File: config.mk
export PLATFORM = sky130hd
export DESIGN_NAME = stepper_ramp_pulse_generator
export DESIGN_NICKNAME = d
export VERILOG_FILES = /design/src/rtl/srpg_pkg.sv /design/src/rtl/srpg_divider.sv /design/src/rtl/srpg_datapath.sv /design/src/rtl/srpg_controller.sv /design/src/rtl/stepper_ramp_pulse_generator.sv
export VERILOG_INCLUDE_DIRS = /design/src /design/src/rtl
export SDC_FILE = /design/constraint.sdc
export NUM_CORES = 1
export LEC_CHECK = 0
export ABC_AREA = 1
export BUFFER_PORTS_ARGS = -buffer_cell sky130_fd_sc_hd__buf_2
export CAP_MARGIN = 0
export CORE_AREA = 2 2 221 223
export CTS_CLUSTER_SIZE = 12
export DETAILED_ROUTE_END_ITERATION = 8
export DIE_AREA = 0 0 223 225
export PLACE_DENSITY_LB_ADDON = 0.25
export SLEW_MARGIN = 25
export SYNTH_ARGS = -nofsm -noshare
export SYNTH_HDL_FRONTEND = slang
export SYNTH_SLANG_ARGS = --single-unit
File: constraint.sdc
create_clock -name aclk -period 5.25 [get_ports aclk]
set_input_delay 0.7875 -clock aclk [delete_from_list [all_inputs] [get_ports aclk]]
set_output_delay 0.7875 -clock aclk [all_outputs]
set_load 0.1 [all_outputs]
File: src/rtl/stepper_ramp_pulse_generator_macros.svh
// Assertion macros used by the stepper ramp pulse generator controller.
`ifndef STEPPER_RAMP_PULSE_GENERATOR_MACROS_SVH
`define STEPPER_RAMP_PULSE_GENERATOR_MACROS_SVH

// Same-cycle implication, disabled while reset is asserted.
`define SRPG_ASSERT_IMP(label, clk, rstn, ante, cons) \
    label: assert property (@(posedge clk) disable iff (!rstn) (ante) |-> (cons)) \
        else $error("srpg: same-cycle assertion failed");

// Next-cycle implication, disabled while reset is asserted.
`define SRPG_ASSERT_NXT(label, clk, rstn, ante, cons) \
    label: assert property (@(posedge clk) disable iff (!rstn) (ante) |=> (cons)) \
        else $error("srpg: next-cycle assertion failed");

`endif

File: src/rtl/srpg_pkg.sv
// Package with the types and constants of the stepper ramp pulse generator.
`default_nettype none

package srpg_pkg;

    // Field widths.
    localparam int unsigned INTERVAL_W = 16;
    localparam int unsigned STEPS_W    = 17;  // holds a step count of 32768
    localparam int unsigned INDEX_W    = 16;
    localparam int unsigned NUM_W      = INDEX_W + 2;
    localparam int unsigned DIVIDEND_W = INTERVAL_W + NUM_W;
    localparam int unsigned DIV_STEPS  = DIVIDEND_W;
    localparam int unsigned DIV_CNT_W  = $clog2(DIV_STEPS);
    localparam int unsigned CFG_ADDR_W = 1;

    // Commands carried by a request.
    localparam logic CMD_START = 1'b0;
    localparam logic CMD_TICK  = 1'b1;

    // Configuration register indexes.
    localparam logic [CFG_ADDR_W-1:0] REG_MIN_INTERVAL   = 1'b0;
    localparam logic [CFG_ADDR_W-1:0] REG_FIRST_INTERVAL = 1'b1;

    localparam logic [INTERVAL_W-1:0] FIRST_INTERVAL_RESET = 16'd1600;

    typedef struct packed {
        logic               cmd;
        logic signed [15:0] move_steps;
    } in_t;

    typedef struct packed {
        logic        step_pulse;
        logic        direction;
        logic [15:0] compare_value;
        logic        done_res;
    } out_t;

    // Controller to datapath.
    typedef struct packed {
        logic accept;
        logic ramp;
        logic div_start;
        logic apply;
        logic load_result;
    } ctrl_cmd_t;

    // Datapath to controller.
    typedef struct packed {
        logic go_ramp;
        logic need_div;
        logic div_busy;
        logic div_done;
        logic out_free;
        logic out_valid;
    } ctrl_status_t;

endpackage

`default_nettype wire

File: src/rtl/srpg_divider.sv
// Restoring divider that produces one quotient bit per cycle.
`default_nettype none

module srpg_divider (
    input  wire logic                              aclk,
    input  wire logic                              aresetn,
    input  wire logic                              start_i,
    input  wire logic [srpg_pkg::DIVIDEND_W-1:0]   dividend_i,
    input  wire logic [srpg_pkg::NUM_W-1:0]        divisor_i,
    output logic                                   busy_o,
    output logic                                   done_o,
    output logic [srpg_pkg::DIVIDEND_W-1:0]        quotient_o
);

    localparam int unsigned QW = srpg_pkg::DIVIDEND_W;
    localparam int unsigned DW = srpg_pkg::NUM_W;
    localparam int unsigned CW = srpg_pkg::DIV_CNT_W;

    logic [QW-1:0] quo_reg, quo_next;
    logic [DW-1:0] rem_reg, rem_next;
    logic [DW-1:0] den_reg, den_next;
    logic [CW-1:0] cnt_reg, cnt_next;
    logic          busy_reg, busy_next;
    logic          done_reg, done_next;
    logic [DW:0]   trial;
    logic [DW:0]   diff;

    assign trial = {rem_reg, quo_reg[QW-1]};
    assign diff  = trial - {1'b0, den_reg};

    always_comb begin
        quo_next  = quo_reg;
        rem_next  = rem_reg;
        den_next  = den_reg;
        cnt_next  = cnt_reg;
        busy_next = busy_reg;
        done_next = 1'b0;
        if (start_i) begin
            quo_next  = dividend_i;
            rem_next  = '0;
            den_next  = divisor_i;
            cnt_next  = CW'(srpg_pkg::DIV_STEPS - 1);
            busy_next = 1'b1;
        end else if (busy_reg) begin
            if (trial >= {1'b0, den_reg}) begin
                rem_next = diff[DW-1:0];
                quo_next = {quo_reg[QW-2:0], 1'b1};
            end else begin
                rem_next = trial[DW-1:0];
                quo_next = {quo_reg[QW-2:0], 1'b0};
            end
            if (cnt_reg == '0) begin
                busy_next = 1'b0;
                done_next = 1'b1;
            end else begin
                cnt_next = cnt_reg - 1'b1;
            end
        end
    end

    always_ff @(posedge aclk) begin
        if (!aresetn) begin
            busy_reg <= 1'b0;
            done_reg <= 1'b0;
            cnt_reg  <= '0;
        end else begin
            busy_reg <= busy_next;
            done_reg <= done_next;
            cnt_reg  <= cnt_next;
        end
        quo_reg <= quo_next;
        rem_reg <= rem_next;
        den_reg <= den_next;
    end

    assign busy_o     = busy_reg;
    assign done_o     = done_reg;
    assign quotient_o = quo_reg;

endmodule

`default_nettype wire

File: src/rtl/srpg_datapath.sv
// Datapath of the stepper ramp pulse generator: move state, ramp arithmetic, result register.
`default_nettype none

module srpg_datapath (
    input  wire logic                                 aclk,
    input  wire logic                                 aresetn,
    input  wire srpg_pkg::ctrl_cmd_t                  cmd_i,
    output srpg_pkg::ctrl_status_t                    status_o,
    input  wire srpg_pkg::in_t                        s_data_i,
    input  wire logic                                 cfg_we_i,
    input  wire logic [srpg_pkg::CFG_ADDR_W-1:0]      cfg_addr_i,
    input  wire logic [srpg_pkg::INTERVAL_W-1:0]      cfg_wdata_i,
    input  wire logic                                 m_ready_i,
    output logic                                      m_valid_o,
    output srpg_pkg::out_t                            m_data_o
);

    localparam int unsigned IW = srpg_pkg::INTERVAL_W;
    localparam int unsigned SW = srpg_pkg::STEPS_W;
    localparam int unsigned NW = srpg_pkg::INDEX_W;
    localparam int unsigned MW = srpg_pkg::NUM_W;
    localparam int unsigned QW = srpg_pkg::DIVIDEND_W;

    logic [IW-1:0] min_interval_reg, min_interval_next;
    logic [IW-1:0] first_interval_reg, first_interval_next;
    logic [SW-1:0] steps_done_reg, steps_done_next;
    logic [SW-1:0] steps_total_reg, steps_total_next;
    logic [SW-1:0] ramp_length_reg, ramp_length_next;
    logic [NW-1:0] ramp_index_reg, ramp_index_next;
    logic [IW-1:0] delay_reg, delay_next;
    logic          active_reg, active_next;
    logic          dir_reg, dir_next;
    logic          pulse_reg, pulse_next;
    logic          start_flag_reg, start_flag_next;
    logic          accel_reg, accel_next;
    logic          m_valid_reg, m_valid_next;
    srpg_pkg::out_t m_data_reg, m_data_next;

    logic          is_tick;
    logic [SW-1:0] raw_ext;
    logic [SW-1:0] magnitude;
    logic          accel_cond;
    logic          decel_cond;
    logic [NW-1:0] index_inc;
    logic [NW-1:0] index_dec;
    logic [MW-1:0] num;
    logic [MW-1:0] den_decel;
    logic [QW-1:0] product;
    logic [QW-1:0] div_dividend;
    logic [MW-1:0] div_divisor;
    logic [QW-1:0] quotient;
    logic          div_busy;
    logic          div_done;
    logic [SW-1:0] accel_diff;
    logic [IW-1:0] accel_delay;
    logic [IW-1:0] decel_delay;
    logic [IW:0]   cmp_sum;
    logic [IW-1:0] cmp_value;
    logic          out_free;

    assign is_tick   = (s_data_i.cmd == srpg_pkg::CMD_TICK);
    assign raw_ext   = {1'b0, $unsigned(s_data_i.move_steps)};
    assign magnitude = s_data_i.move_steps[15] ? (SW'(1) << IW) - raw_ext : raw_ext;

    assign accel_cond = (ramp_length_reg == '0);
    assign decel_cond = (steps_done_reg >= (steps_total_reg - ramp_length_reg));
    assign index_inc  = (ramp_index_reg != '1) ? ramp_index_reg + 1'b1 : ramp_index_reg;
    assign index_dec  = (ramp_index_reg > NW'(1)) ? ramp_index_reg - 1'b1 : ramp_index_reg;

    // 4n+1 feeds both ramp directions; deceleration divides by 4n-1.
    assign num          = {ramp_index_reg, 2'b00} + MW'(1);
    assign den_decel    = {ramp_index_reg, 2'b00} - MW'(1);
    assign product      = QW'(delay_reg) * QW'(num);
    assign div_dividend = accel_reg ? {{(QW-IW-1){1'b0}}, delay_reg, 1'b0} : product;
    assign div_divisor  = accel_reg ? num : den_decel;

    srpg_divider u_divider (
        .aclk       (aclk),
        .aresetn    (aresetn),
        .start_i    (cmd_i.div_start),
        .dividend_i (div_dividend),
        .divisor_i  (div_divisor),
        .busy_o     (div_busy),
        .done_o     (div_done),
        .quotient_o (quotient)
    );

    // The acceleration quotient never exceeds 2d/5, so 17 bits hold it.
    assign accel_diff  = {1'b0, delay_reg} - quotient[SW-1:0];
    assign accel_delay = accel_diff[IW-1:0];
    assign decel_delay = (quotient[QW-1:IW] != '0) ? '1 : quotient[IW-1:0];

    assign cmp_sum   = {1'b0, min_interval_reg} + {1'b0, delay_reg};
    assign cmp_value = start_flag_reg ? first_interval_reg
                     : (cmp_sum[IW] ? '1 : cmp_sum[IW-1:0]);

    assign out_free = !m_valid_reg || m_ready_i;

    always_comb begin
        min_interval_next   = min_interval_reg;
        first_interval_next = first_interval_reg;
        steps_done_next     = steps_done_reg;
        steps_total_next    = steps_total_reg;
        ramp_length_next    = ramp_length_reg;
        ramp_index_next     = ramp_index_reg;
        delay_next          = delay_reg;
        active_next         = active_reg;
        dir_next            = dir_reg;
        pulse_next          = pulse_reg;
        start_flag_next     = start_flag_reg;
        accel_next          = accel_reg;
        m_valid_next        = m_valid_reg;
        m_data_next         = m_data_reg;

        if (cfg_we_i) begin
            unique case (cfg_addr_i)
                srpg_pkg::REG_MIN_INTERVAL:   min_interval_next   = cfg_wdata_i;
                srpg_pkg::REG_FIRST_INTERVAL: first_interval_next = cfg_wdata_i;
                default: ;
            endcase
        end

        if (cmd_i.accept) begin
            pulse_next      = 1'b0;
            start_flag_next = !is_tick;
            if (!is_tick) begin
                dir_next         = s_data_i.move_steps[15];
                steps_total_next = magnitude;
                delay_next       = first_interval_reg;
                steps_done_next  = '0;
                ramp_index_next  = '0;
                ramp_length_next = '0;
                active_next      = 1'b1;
            end else if (active_reg) begin
                if (steps_done_reg < steps_total_reg) begin
                    pulse_next      = 1'b1;
                    steps_done_next = steps_done_reg + 1'b1;
                end else begin
                    active_next = 1'b0;
                    delay_next  = min_interval_reg;
                end
            end
        end

        if (cmd_i.ramp) begin
            accel_next = accel_cond;
            if (accel_cond) begin
                ramp_index_next = index_inc;
            end else if (decel_cond) begin
                ramp_index_next = index_dec;
            end
        end

        if (cmd_i.apply) begin
            if (accel_reg) begin
                if (accel_delay <= min_interval_reg) begin
                    delay_next       = min_interval_reg;
                    ramp_length_next = steps_done_reg;
                end else begin
                    delay_next = accel_delay;
                end
                if (steps_done_reg >= (steps_total_reg >> 1)) begin
                    ramp_length_next = steps_done_reg;
                end
            end else begin
                delay_next = decel_delay;
            end
        end

        if (cmd_i.load_result) begin
            m_valid_next              = 1'b1;
            m_data_next.step_pulse    = pulse_reg;
            m_data_next.direction     = dir_reg;
            m_data_next.compare_value = cmp_value;
            m_data_next.done_res      = !active_reg;
        end else if (m_ready_i) begin
            m_valid_next = 1'b0;
        end
    end

    always_ff @(posedge aclk) begin
        if (!aresetn) begin
            min_interval_reg   <= '0;
            first_interval_reg <= srpg_pkg::FIRST_INTERVAL_RESET;
            steps_done_reg     <= '0;
            steps_total_reg    <= '0;
            ramp_length_reg    <= '0;
            ramp_index_reg     <= '0;
            delay_reg          <= '0;
            active_reg         <= 1'b0;
            dir_reg            <= 1'b0;
            pulse_reg          <= 1'b0;
            start_flag_reg     <= 1'b0;
            accel_reg          <= 1'b0;
            m_valid_reg        <= 1'b0;
        end else begin
            min_interval_reg   <= min_interval_next;
            first_interval_reg <= first_interval_next;
            steps_done_reg     <= steps_done_next;
            steps_total_reg    <= steps_total_next;
            ramp_length_reg    <= ramp_length_next;
            ramp_index_reg     <= ramp_index_next;
            delay_reg          <= delay_next;
            active_reg         <= active_next;
            dir_reg            <= dir_next;
            pulse_reg          <= pulse_next;
            start_flag_reg     <= start_flag_next;
            accel_reg          <= accel_next;
            m_valid_reg        <= m_valid_next;
        end
        m_data_reg <= m_data_next;
    end

    assign status_o.go_ramp   = is_tick && active_reg;
    assign status_o.need_div  = accel_cond || decel_cond;
    assign status_o.div_busy  = div_busy;
    assign status_o.div_done  = div_done;
    assign status_o.out_free  = out_free;
    assign status_o.out_valid = m_valid_reg;

    assign m_valid_o = m_valid_reg;
    assign m_data_o  = m_data_reg;

endmodule

`default_nettype wire

File: src/rtl/srpg_controller.sv
// Controller state machine that sequences one request through the datapath.
`default_nettype none
`include "stepper_ramp_pulse_generator_macros.svh"

module srpg_controller (
    input  wire logic                   aclk,
    input  wire logic                   aresetn,
    input  wire logic                   s_valid,
    output logic                        s_ready,
    input  wire srpg_pkg::ctrl_status_t status_i,
    output srpg_pkg::ctrl_cmd_t         cmd_o
);

    typedef enum logic [5:0] {
        ST_IDLE   = 6'b000001,
        ST_RAMP   = 6'b000010,
        ST_MUL    = 6'b000100,
        ST_DIV    = 6'b001000,
        ST_APPLY  = 6'b010000,
        ST_RESULT = 6'b100000
    } state_t;

    state_t state_reg, state_next;

    always_comb begin
        state_next = state_reg;
        cmd_o      = '0;
        s_ready    = 1'b0;
        unique case (state_reg)
            ST_IDLE: begin
                s_ready      = 1'b1;
                cmd_o.accept = s_valid;
                if (s_valid) begin
                    state_next = status_i.go_ramp ? ST_RAMP : ST_RESULT;
                end
            end
            ST_RAMP: begin
                cmd_o.ramp = 1'b1;
                state_next = status_i.need_div ? ST_MUL : ST_RESULT;
            end
            ST_MUL: begin
                cmd_o.div_start = 1'b1;
                state_next      = ST_DIV;
            end
            ST_DIV: begin
                if (status_i.div_done) begin
                    state_next = ST_APPLY;
                end
            end
            ST_APPLY: begin
                cmd_o.apply = 1'b1;
                state_next  = ST_RESULT;
            end
            ST_RESULT: begin
                if (status_i.out_free) begin
                    cmd_o.load_result = 1'b1;
                    state_next        = ST_IDLE;
                end
            end
            default: state_next = ST_IDLE;
        endcase
    end

    always_ff @(posedge aclk) begin
        if (!aresetn) begin
            state_reg <= ST_IDLE;
        end else begin
            state_reg <= state_next;
        end
    end

    `SRPG_ASSERT_NXT(a_accept_blocks, aclk, aresetn, cmd_o.accept, !s_ready)
    `SRPG_ASSERT_NXT(a_div_runs, aclk, aresetn, cmd_o.div_start, status_i.div_busy)
    `SRPG_ASSERT_NXT(a_result_shown, aclk, aresetn, cmd_o.load_result, status_i.out_valid)

endmodule

`default_nettype wire

File: src/rtl/stepper_ramp_pulse_generator.sv
// Top level of the stepper ramp pulse generator.
// Usage: a request on the s_ channel is either a start (cmd 0, signed step count in
// move_steps) or a timer compare tick (cmd 1). Every request yields exactly one result
// on the m_ channel carrying the step pulse flag, direction level, next compare value
// and the done flag. Requests are taken one at a time: s_ready is high only while the
// sequencer is idle. A start, or a tick while no move is active, goes from acceptance
// straight to the result state. A tick during cruise passes the ramp state first, and a
// tick on a ramp also passes the multiply, divide and apply states, the one-bit-per-cycle
// divider forming d - 2d/(4n+1) or d(4n+1)/(4n-1) after a single 16x18 multiply.
// The result sits in an output register; the next request is accepted while it waits.
// If the receiver stalls, a finished result holds in the sequencer until the output
// register frees, and no request is lost. min_interval (index 0) and first_interval
// (index 1) are written through cfg_we/cfg_addr/cfg_wdata; the user must do so only while
// the block is idle, which the block does not enforce. Synchronous active-low reset clears
// the move state, selects idle, drops m_valid and loads the registers with 0 and 1600.
`default_nettype none

module stepper_ramp_pulse_generator (
    input  wire logic                             aclk,
    input  wire logic                             aresetn,
    input  wire logic                             s_valid,
    output logic                                  s_ready,
    input  wire srpg_pkg::in_t                    s_data,
    output logic                                  m_valid,
    input  wire logic                             m_ready,
    output srpg_pkg::out_t                        m_data,
    input  wire logic                             cfg_we,
    input  wire logic [srpg_pkg::CFG_ADDR_W-1:0]  cfg_addr,
    input  wire logic [srpg_pkg::INTERVAL_W-1:0]  cfg_wdata
);

    // Command and status groups between the sequencer and the datapath.
    srpg_pkg::ctrl_cmd_t    ctrl_cmd;
    srpg_pkg::ctrl_status_t ctrl_status;

    // The controller owns request acceptance and the order of the datapath steps.
    srpg_controller u_controller (
        .aclk     (aclk),
        .aresetn  (aresetn),
        .s_valid  (s_valid),
        .s_ready  (s_ready),
        .status_i (ctrl_status),
        .cmd_o    (ctrl_cmd)
    );

    // The datapath holds the move state, the configuration and the result register.
    srpg_datapath u_datapath (
        .aclk        (aclk),
        .aresetn     (aresetn),
        .cmd_i       (ctrl_cmd),
        .status_o    (ctrl_status),
        .s_data_i    (s_data),
        .cfg_we_i    (cfg_we),
        .cfg_addr_i  (cfg_addr),
        .cfg_wdata_i (cfg_wdata),
        .m_ready_i   (m_ready),
        .m_valid_o   (m_valid),
        .m_data_o    (m_data)
    );

endmodule

`default_nettype wire
* Word-level counts from Yosys, hierarchy flattened
Cells that the tools add are included.
** Storage, ports and cells
- Register bits after elaboration :: 224
- Output and inout bits :: 21
- Word-level logic and storage cells :: 147
** Operators by class
- $add $sub $neg :: 11
- Multiply operators :: 1
- $lt $le $gt $ge :: 6
- Equality and inequality tests :: 17
- Muxes and demuxes :: 59
- Bitwise operators :: 5
- Reductions and logical operators :: 23
** Operator list (count)
- 16-bit 2-to-1 mux :: 17
- 17-bit 2-to-1 mux :: 10
- 34-bit 2-to-1 mux :: 3
- 6-bit 2-to-1 mux :: 8
- 18-bit 2-to-1 mux :: 2
- 6-bit case mux with 6 select lines :: 1
- 16-bit by 18-bit multiplier with 34-bit output :: 1
- 19-bit by 18-bit >= comparator with 1-bit output :: 1
- 18-bit by 1-bit adder with 18-bit output (second input constant) :: 1
- 1-bit 2-to-1 mux :: 18
- 18-bit nonzero test :: 1
- 18-bit by 1-bit subtractor with 18-bit output (second input constant) :: 1
- 18-bit subtractor :: 1
- 16-bit by 16-bit adder with 17-bit output :: 1
- 17-bit by 1-bit adder with 17-bit output (second input constant) :: 1
- 17-bit by 16-bit >= comparator with 1-bit output :: 1
- 17-bit >= comparator :: 1
- 17-bit zero test :: 1
- 17-bit < comparator :: 1
- 17-bit by 16-bit subtractor with 17-bit output (first input constant) :: 1
- 17-bit subtractor :: 1
- 16-bit by 1-bit adder with 16-bit output (second input constant) :: 1
- 16-bit by 1-bit greater-than comparator with 1-bit output (second input constant) :: 1
- 16-bit less-or-equal comparator :: 1
- other kinds (25) :: 46

* Longest topological paths before layout
Gate-level depths: netlist (run 1).
- Depth in word-level cells :: 7
- Depth in mapped cells :: 29

* Modules after synthesis
Synthesis (run 1) repeated with hierarchy kept, for this count alone.
** Unflattened totals
- Cell total of the unflattened synthesis :: 3906
- Area total of the unflattened synthesis :: 26840.7 µm²
** Modules (own cells, without submodules)
- srpg_datapath :: times used 1, cells each 3272, area an instance 21967.3 µm²
- srpg_divider :: times used 1, cells each 576, area an instance 4466.8 µm²
- srpg_controller :: times used 1, cells each 58, area an instance 406.6 µm²

* Least setup slack after synthesis (run 1)
No wires, ideal clock.
- Path kind :: register to register
- From :: register u_datapath.ramp_index_reg[7]
- To :: register u_datapath.u_divider.quo_reg[23] (netlist: u_datapath.u_divider.quotient_o[23]), data pin
- Setup time :: 0.272 ns
- Arrival time :: 5.531 ns
- Data required time :: 4.978 ns
- Path slack :: -0.553 ns
- Stages on the path, launching flop included :: 22
- Buffers on the path :: 3
- Path through :: dfxtp_1 -> buf_2 -> clkbuf_1 -> buf_1 -> nand2_1 -> fa_1 -> inv_1 -> fa_1 -> fa_1 -> fa_1 -> fa_1 -> inv_1 -> fa_1 -> inv_1 -> ha_1 -> a21oi_1 -> o21ai_0 -> a21oi_1 -> nand3_1 -> or2_2 -> nand3_1 -> o21ai_0
** Between the ends
- Word-level cells in the longest chain between the ends :: 4
** Ends and longest elaborated chain
- start, declared :: RTL line srpg_datapath.sv:29 : logic [NW-1:0] ramp_index_reg, ramp_index_next;
- start signal, assigned :: RTL line srpg_datapath.sv:202 : ramp_index_reg <= ramp_index_next;
- 18-bit by 1-bit adder with 18-bit output :: RTL line srpg_datapath.sv:71 : assign num = {ramp_index_reg, 2'b00} + MW'(1);
- 16-bit by 18-bit multiplier with 34-bit output :: RTL line srpg_datapath.sv:73 : assign product = QW'(delay_reg) * QW'(num);
- 34-bit 2-to-1 mux :: RTL line srpg_datapath.sv:74 : assign div_dividend = accel_reg ? {{(QW-IW-1){1'b0}}, delay_reg, 1'b0} : product;
- 34-bit 2-to-1 mux :: RTL line srpg_divider.sv:38 : if (start_i) begin
- via u_datapath.u_divider.quo_next[23] :: RTL line srpg_divider.sv:19 : logic [QW-1:0] quo_reg, quo_next;
- end signal, assigned :: RTL line srpg_divider.sv:71 : quo_reg <= quo_next;
- end, declared :: RTL line srpg_divider.sv:19
The timed path passes the listed nets, and every way through them passes these cells.
A chain may end at the register's enable or synchronous reset.

* Worst setup path in the final report (run 1)
- From :: register u_datapath.delay_reg[5]
- To :: register u_datapath.u_divider.quo_reg[33] (netlist: u_datapath.u_divider.quotient_o[33]), data pin
** Between the ends
- Word-level cells in the longest chain between the ends :: 3
** Ends and longest elaborated chain
- start, declared :: RTL line srpg_datapath.sv:30 : logic [IW-1:0] delay_reg, delay_next;
- start signal, assigned :: RTL line srpg_datapath.sv:203 : delay_reg <= delay_next;
- 16-bit by 18-bit multiplier with 34-bit output :: RTL line srpg_datapath.sv:73
- 34-bit 2-to-1 mux :: RTL line srpg_datapath.sv:74
- 34-bit 2-to-1 mux :: RTL line srpg_divider.sv:38
- via u_datapath.u_divider.quo_next[33] :: RTL line srpg_divider.sv:19
The timed path passes the listed nets, and every way through them passes these cells.

==> results.md, run 1 <==
- Status: finished, violations left
- Failing checks: negative setup slack
- Clk buf depth: 3
- Placed Cells incl. Taps: 4,441
- PnR worst setup slack: -0.2442 ns
- Post-DP HPWL: 56,580 µm
- Fraction of layout cells with a size suffix above 1: 17.34%
- Max-cap viol count: 0
- Clock root cell: clkbuf_16
- Syn nets: 4,221
- Final #Nets: 4,406
- Top cells by area, synth: fa_1, nand2_1, ha_1
- Yosys top cell area share: 16.21%
- Synth cell types: 54
- Number of flip-flops in the largest register: 34
- Overall routing resource usage: 30.16%
- WL/cell: 16.70 µm
- Via Count: 24,550
- GRT Residual Overflow: 0
- #FFs+latches synth: 223
- Mapped cell area: 0.02606 mm²
- DRT antenna net count: 0
- DRT Pass-1 Iters: 6
- CP Max Fanout: 5
- Num ports: 60
- Cell area power density: 160.4 mW/mm²
- Top FF cell, synth: dfxtp_1
- Cell depth of the worst hold path: 0
- Startpoint Class: flip-flop
- Hold_buf cts: 0
- Sinks on Clock Net: 223
- Tmin final: 5.494 ns
- Die width: 223 µm
- Filler instances: 4,089
- Final Skew: 0.01336 ns
- Met3 WL: 5328 µm
- Crit. End Element: flip-flop
- Worst-Margin Slew: 0.9749 ns
- FF-to-FF End: u_datapath.u_divider.quotient_o[33]
- Vias per inst: 5.403
- Met1 wire length: 33,350 µm
- Max Fclk: 0.1820 GHz
- Placer's final routability congestion estimate: 0.9570
- Xor and xnor area share after synthesis: 2.756%
- Post-Route WL: 75,880 µm
- Count leader, synth: nand2_1
- CTS buffer count: 26
- Die Y: 225 µm
- CTS tree: built
- Combinational family with the most area after synthesis: adder cells
- Worst R2R Start: u_datapath.delay_reg[5]
- Warnings from Yosys: 0
- Total core area: 0.04755 mm²
- Reg2Reg Depth: 25
- Hold_sp: u_datapath.pulse_reg
- VDD IR-drop max: 0.0002601 V
- Initial Utilization: 54.81%
- Max Slew Vio Count: 0
- First-pass GRT wire length: 123,400 µm
- Final setup TNS: -3.231 ns
- Metal2 WL: 34,600 µm
- CP required: 5.54 ns
- Post-synthesis sequential area ratio: 19.82%
- Post-Layout Cell Count: 4,544
- Antenna violations before repair: 1
- Post-synth ARST share: 0%
- Clock-pin slew on the worst setup and hold paths: 0.06 ns
- Synth Area in Adders: 28.11%
- Synth Area in Compound Gates: 11.37%
- Final setup vio count: 21
- Syn Area/Cell: 7.000 µm²
- DR top layer: met4
- Worst-skew pair later-pin latency: 0.56 ns
- CTS H-tree depth: 1
- Static leakage: 0.01607 µW
- IO buf count: 59
- Hold Vio Cnt, Final: 0
- Post-synth EDFFs: 70
- Synth Area in Simple Gates: 24.82%
- Area delta synth->final: 19.05%
- Area leader, netlist: fa_1
- Worst Hold End: u_datapath.m_data_o[18]
- Worst hold path type: flip-flop to flip-flop
- Vias in the first global route: 23,790
- Slew headroom: 34.91%
- Critical path class: flip-flop to flip-flop
- # DRC: 0
- CP Data Arrival Time: 5.79 ns
- Reg2Reg Setup Slack: -0.24 ns
- Die area: 0.05018 mm²
- Largest net degree at the start of global routing: 71
- Synth Instances: 3,723
- Synth cell count leaders: nand2_1, inv_1, nor2_1, ha_1, a21oi_1
- Final Cycle Share: 104.7%
- Mux cell area share after synthesis: 0%
- Iteration-0 DRC Markers: 1,825
- Final total power: 4975 µW
- RSZ-0062 raised after global routing: yes
- Row Count: 80
-- cell families after synthesis --
group / Yosys count
and+or+nand+nor: 1529
buffers and inverters: 887
AOI/OAI and AO/OA: 543
adders and majority gates: 459
DFF: 223
xor gates and xnor gates: 82
-- per-stage QoR --
stage          setup slack, ns  hold slack (ns)  instance area (µm²)  util (%)
2_1_floorplan        -0.004841           0.4086                26640         -
3_3_place_gp           -0.4151           0.4192                28310     59.55
3_5_place_dp           -0.4479           0.4277                28310     59.55
4_1_cts                -0.1594           0.4344                30290     63.70
5_1_grt                -0.4075           0.4444                31020     65.25
6_report               -0.2442           0.4328                31030     65.26
-- placed cells by master, fill, tap and decap left out, drive strengths merged --
cell type  instances
a22oi              4
xor2              49
o311ai             1
o31ai              9
edfxtp            70
dfxtp            153
and2               3
nand2            939
nand3b             5
o211ai            15
nor3b              4
diode              1
or2                7
a41oi              1
o21bai            11
a211oi            18
nand3            174
inv              738
nand4             68
a21oi            240
o21a               9
o21ai            196
fa               211
nor3              50
xnor2             33
nor2             273
buf              301
a31oi             12
nor4               6
ha               248
clkbuf            38
a21o              11
a21boi             4
clkinv            15
o221ai             1
o22ai             11
-- power breakdown --
part,leakage (µW),internal [µW],total [µW],switching (µW)
Sequential,0.00190,1840,1900,66.0
Clock,0.000405,986,1760,773
Combinational,0.0138,455,1310,857
Total,0.0161,3280,4980,1700
-- cell type report --
| cell class | count | area (µm²) | area share (%) |
|---|---|---|---|
| clock buffers | 37 | 743.2 | 2.395 |
| diodes | 1 | 2.502 | 0.008065 |
| clock inverters | 11 | 62.56 | 0.2016 |
| repair buffers | 302 | 2649 | 8.537 |
| well taps | 615 | 769.5 | 2.480 |
| multi-input cells | 2613 | 18760 | 60.46 |
| inverters | 742 | 2790 | 8.993 |
| flip-flops and latches | 223 | 5250 | 16.92 |
-- worst max path at each step --
| stage | from | slack [ns] | endpoint | depth (start not counted) |
|---|---|---|---|---|
| 3_5_place_dp | u_datapath.delay_reg[2] | -0.45 | u_datapath.u_divider.quotient_o[17] | 19 |
| 4_1_cts | u_datapath.delay_reg[5] | -0.16 | u_datapath.u_divider.quotient_o[25] | 25 |
| 6_report | u_datapath.delay_reg[5] | -0.24 | u_datapath.u_divider.quotient_o[33] | 25 |
| 3_3_place_gp | u_datapath.delay_reg[2] | -0.42 | u_datapath.u_divider.quotient_o[17] | 19 |
| 5_1_grt | u_datapath.ramp_index_reg[8] | -0.41 | u_datapath.u_divider.quotient_o[23] | 23 |
| 2_1_floorplan | u_datapath.delay_reg[5] | -0.005 | u_datapath.u_divider.quotient_o[23] | 22 |
-- worst max-delay path, stage by stage, from the launching register on --
cell,delay (ns)
dfxtp_4,0.41
buf_6,0.13
nand2_2,0.06
inv_2,0.04
fa_1,0.51
inv_2,0.05
fa_1,0.53
inv_2,0.04
fa_1,0.52
fa_1,0.46
fa_1,0.55
inv_1,0.05
fa_1,0.48
inv_2,0.04
ha_4,0.32
nand2_4,0.07
buf_6,0.13
nor2_4,0.09
inv_2,0.07
buf_6,0.13
nor3_4,0.17
nand2_2,0.08
nand2_2,0.08
nand2_1,0.05
nand2_1,0.09
o21ai_1,0.08
-- per-layer routing --
layer	vias up	GRT usage, %
met5	-	0
met4	0	8.941
met3	146	3.312
met2	836	49.49
met1	11470	42.08
li1	12100	-
-- timing repair --
action                                 in CTS  in global routing
setup endpoints to repair                  25                 25
gates cloned                                1                  1
endpoints found under the hold margin       0                  0
setup buffers                              41                 15
pin swaps                                 131                132
gates resized for setup                   265                172
Power figures use the tool's default switching activity.
==> run 2: changes to the inputs <==
- clock period: 5.25 -> 5.3 ns (I/O delays scaled with it)
==> run 2 against run 1 <==
The run still ends with negative setup slack left. First-iteration DRC count is 4.6% higher. Clock skew is 0.051 ns higher. Core utilization is 1.5 points lower. Sequential share of layout area is 0.24 points higher. Count of clock-buffer cells in the layout stayed put. Critical path type unchanged. Highest routed layer unchanged.
==> results.md, run 2 (synthesis results as in run 1) <==
- CP Max Fanout: 7
- CTS tree: built
- Antenna violations before repair: 0
- Vias in the first global route: 23,490
- Clock-pin slew on the worst setup and hold paths: 0.06 ns
- First-pass GRT wire length: 123,100 µm
- Largest stage delay on the critical path: 0.58 ns
- Max Fclk: 0.1835 GHz
- CP Data Arrival Time: 5.79 ns
- Cell area power density: 173.3 mW/mm²
- Slowest-stage cell, CP: fa_1
- Vias per inst: 5.415
- Worst path most repeated cell: fa_1
- DRT Pass-1 Iters: 6
- Worst hold path type: flip-flop to flip-flop
- Worst-skew pair later-pin latency: 0.61 ns
- Filler instances: 4,317
- Post-Route WL: 76,950 µm
- Total core area: 0.04755 mm²
- Final setup vio count: 20
- # DRC: 0
- Final #Nets: 4,395
- Hold_buf cts: 0
- Area occupied by multi-input gates: 0.01829 mm²
- Slew headroom: 33.72%
- Startpoint Class: flip-flop
- Worst R2R Start: u_datapath.delay_reg[4]
- Placer's final routability congestion estimate: 0.9618
- Hold Slack: 0.4358 ns
- Iteration-0 DRC Markers: 1,909
- Ant. Diodes: 0
- Area delta synth->final: 16.40%
- Register area: 0.005206 mm²
- Hold Vio Cnt, Final: 0
- Row Count: 80
- Worst-path cell chain: buf_12 > nand2_4 > inv_2 > fa_1 > inv_2 > fa_1 > inv_2 > fa_1 > fa_1 > fa_1 > inv_1 > fa_1 > inv_2 > ha_4 > nand2_2 > nor2_2 > inv_2 > nor2_4 > nand4_1 > nand3_1 > a21oi_1 > o21ai_0 > o21ai_0
- Reg2Reg Setup Slack: -0.15 ns
- VDD IR-drop max: 0.0002580 V
- Largest net degree at the start of global routing: 51
- Post-DP HPWL: 60,290 µm
- Overall routing resource usage: 30.53%
- Initial Utilization: 54.81%
- Reg2Reg Depth: 23
- Fraction of layout cells with a size suffix above 1: 14.34%
- RSZ-0062 raised after global routing: yes
- Die width: 223 µm
- Final Skew: 0.06395 ns
- Final setup TNS: -1.581 ns
- Clk buf depth: 3
- PnR worst setup slack: -0.1503 ns
- Die Y: 225 µm
- Worst-Margin Slew: 0.9942 ns
- Static leakage: 0.01577 µW
- Failing checks: negative setup slack
- CP Buf/Inv Count: 7
- Num ports: 60
- Sinks on Clock Net: 223
- Number of flip-flops in the largest register: 34
- GRT Residual Overflow: 0
- IO buf count: 59
- Tmin final: 5.450 ns
- Worst Hold End: u_datapath.m_data_o[18]
- Most frequent cells in the layout: nand2_1, inv_1, nor2_1
- Crit. End Element: flip-flop
- CP required: 5.63 ns
- Die area: 0.05018 mm²
- CTS buffer count: 28
- CP top delay family: adder cells
- Via Count: 24,550
- FF-to-FF End: u_datapath.u_divider.quotient_o[22]
- Clock root cell: clkbuf_16
- DRT antenna net count: 0
- Cell depth of the worst hold path: 0
- Max Slew Vio Count: 0
- Max-cap viol count: 0
- CTS H-tree depth: 1
- Status: finished, violations left
- Hold_sp: u_datapath.pulse_reg
- Final Cycle Share: 102.8%
- Critical path class: flip-flop to flip-flop
- WL/cell: 16.98 µm
- Commonest non-fill, non-tap cell in the layout: nand2_1
run 2: power by group:
part / total [µW] / switching, µW / internal [µW]
Clock: 2030 / 833 / 1200
Combinational: 1340 / 882 / 461
Sequential: 1880 / 57.3 / 1830
run 2: worst max path at each step:
| stage | end | cells past startpoint | startpoint | slack (ns) |
|---|---|---|---|---|
| floorplan | u_datapath.u_divider.quotient_o[23] | 22 | u_datapath.ramp_index_reg[12] | -0.02 |
| global placement | u_datapath.u_divider.quotient_o[22] | 21 | u_datapath.ramp_index_reg[7] | -0.35 |
| detailed placement | u_datapath.u_divider.quotient_o[21] | 21 | u_datapath.ramp_index_reg[7] | -0.41 |
| CTS | u_datapath.u_divider.quotient_o[21] | 24 | u_datapath.delay_reg[4] | -0.13 |
| global route | u_datapath.u_divider.quotient_o[27] | 22 | u_datapath.delay_reg[9] | -0.34 |
| finish | u_datapath.u_divider.quotient_o[22] | 23 | u_datapath.delay_reg[4] | -0.15 |
run 2: worst reg2reg max path, cell delays in order (launching register included):
cell and delay [ns]:
dfxtp_4 0.39, buf_12 0.16, nand2_4 0.06, inv_2 0.03, fa_1 0.51, inv_2 0.04, fa_1 0.56, inv_2 0.04
fa_1 0.53, fa_1 0.45, fa_1 0.58, inv_1 0.06, fa_1 0.49, inv_2 0.05, ha_4 0.31, nand2_2 0.10
nor2_2 0.11, inv_2 0.08, nor2_4 0.13, nand4_1 0.11, nand3_1 0.12, a21oi_1 0.07, o21ai_0 0.07, o21ai_0 0.11
run 2: metal layers:
layer	track usage, %	wire [µm]
met1	40.58	33340
met2	52.98	36900
met3	2.855	4378
met4	8.941	2340
met5	0	0
run 2: repair_timing:
item,in CTS,in global routing
gates cloned,1,0
hold endpoints to repair,0,0
resized for setup,130,97
buffers inserted,18,9
pin swaps,91,71
endpoints found under the setup margin,23,24
run 2: layout make-up:
cell class	instances	share of cell area, %
Multi-Input combinational cell	2613	60.29
Sequential cell	223	17.16
Inverter	742	9.181
Timing Repair Buffer	289	7.635
Clock buffer	37	2.594
Tap cell	615	2.537
Clock inverter	14	0.6022
run 2: stage by stage:
stage	setup slack [ns]	cells	util, %	power (µW)	instance area, µm²
final	-0.1503	4533	63.80	5256	30340
after detailed placement	-0.4084	4456	59.78	3210	28420
after global routing	-0.3387	4533	63.80	5504	30340
after floorplan	-0.01980	3723	-	2850	26550
after CTS	-0.1302	4524	62.96	5259	29940
after global placement	-0.3478	4456	59.78	3199	28420
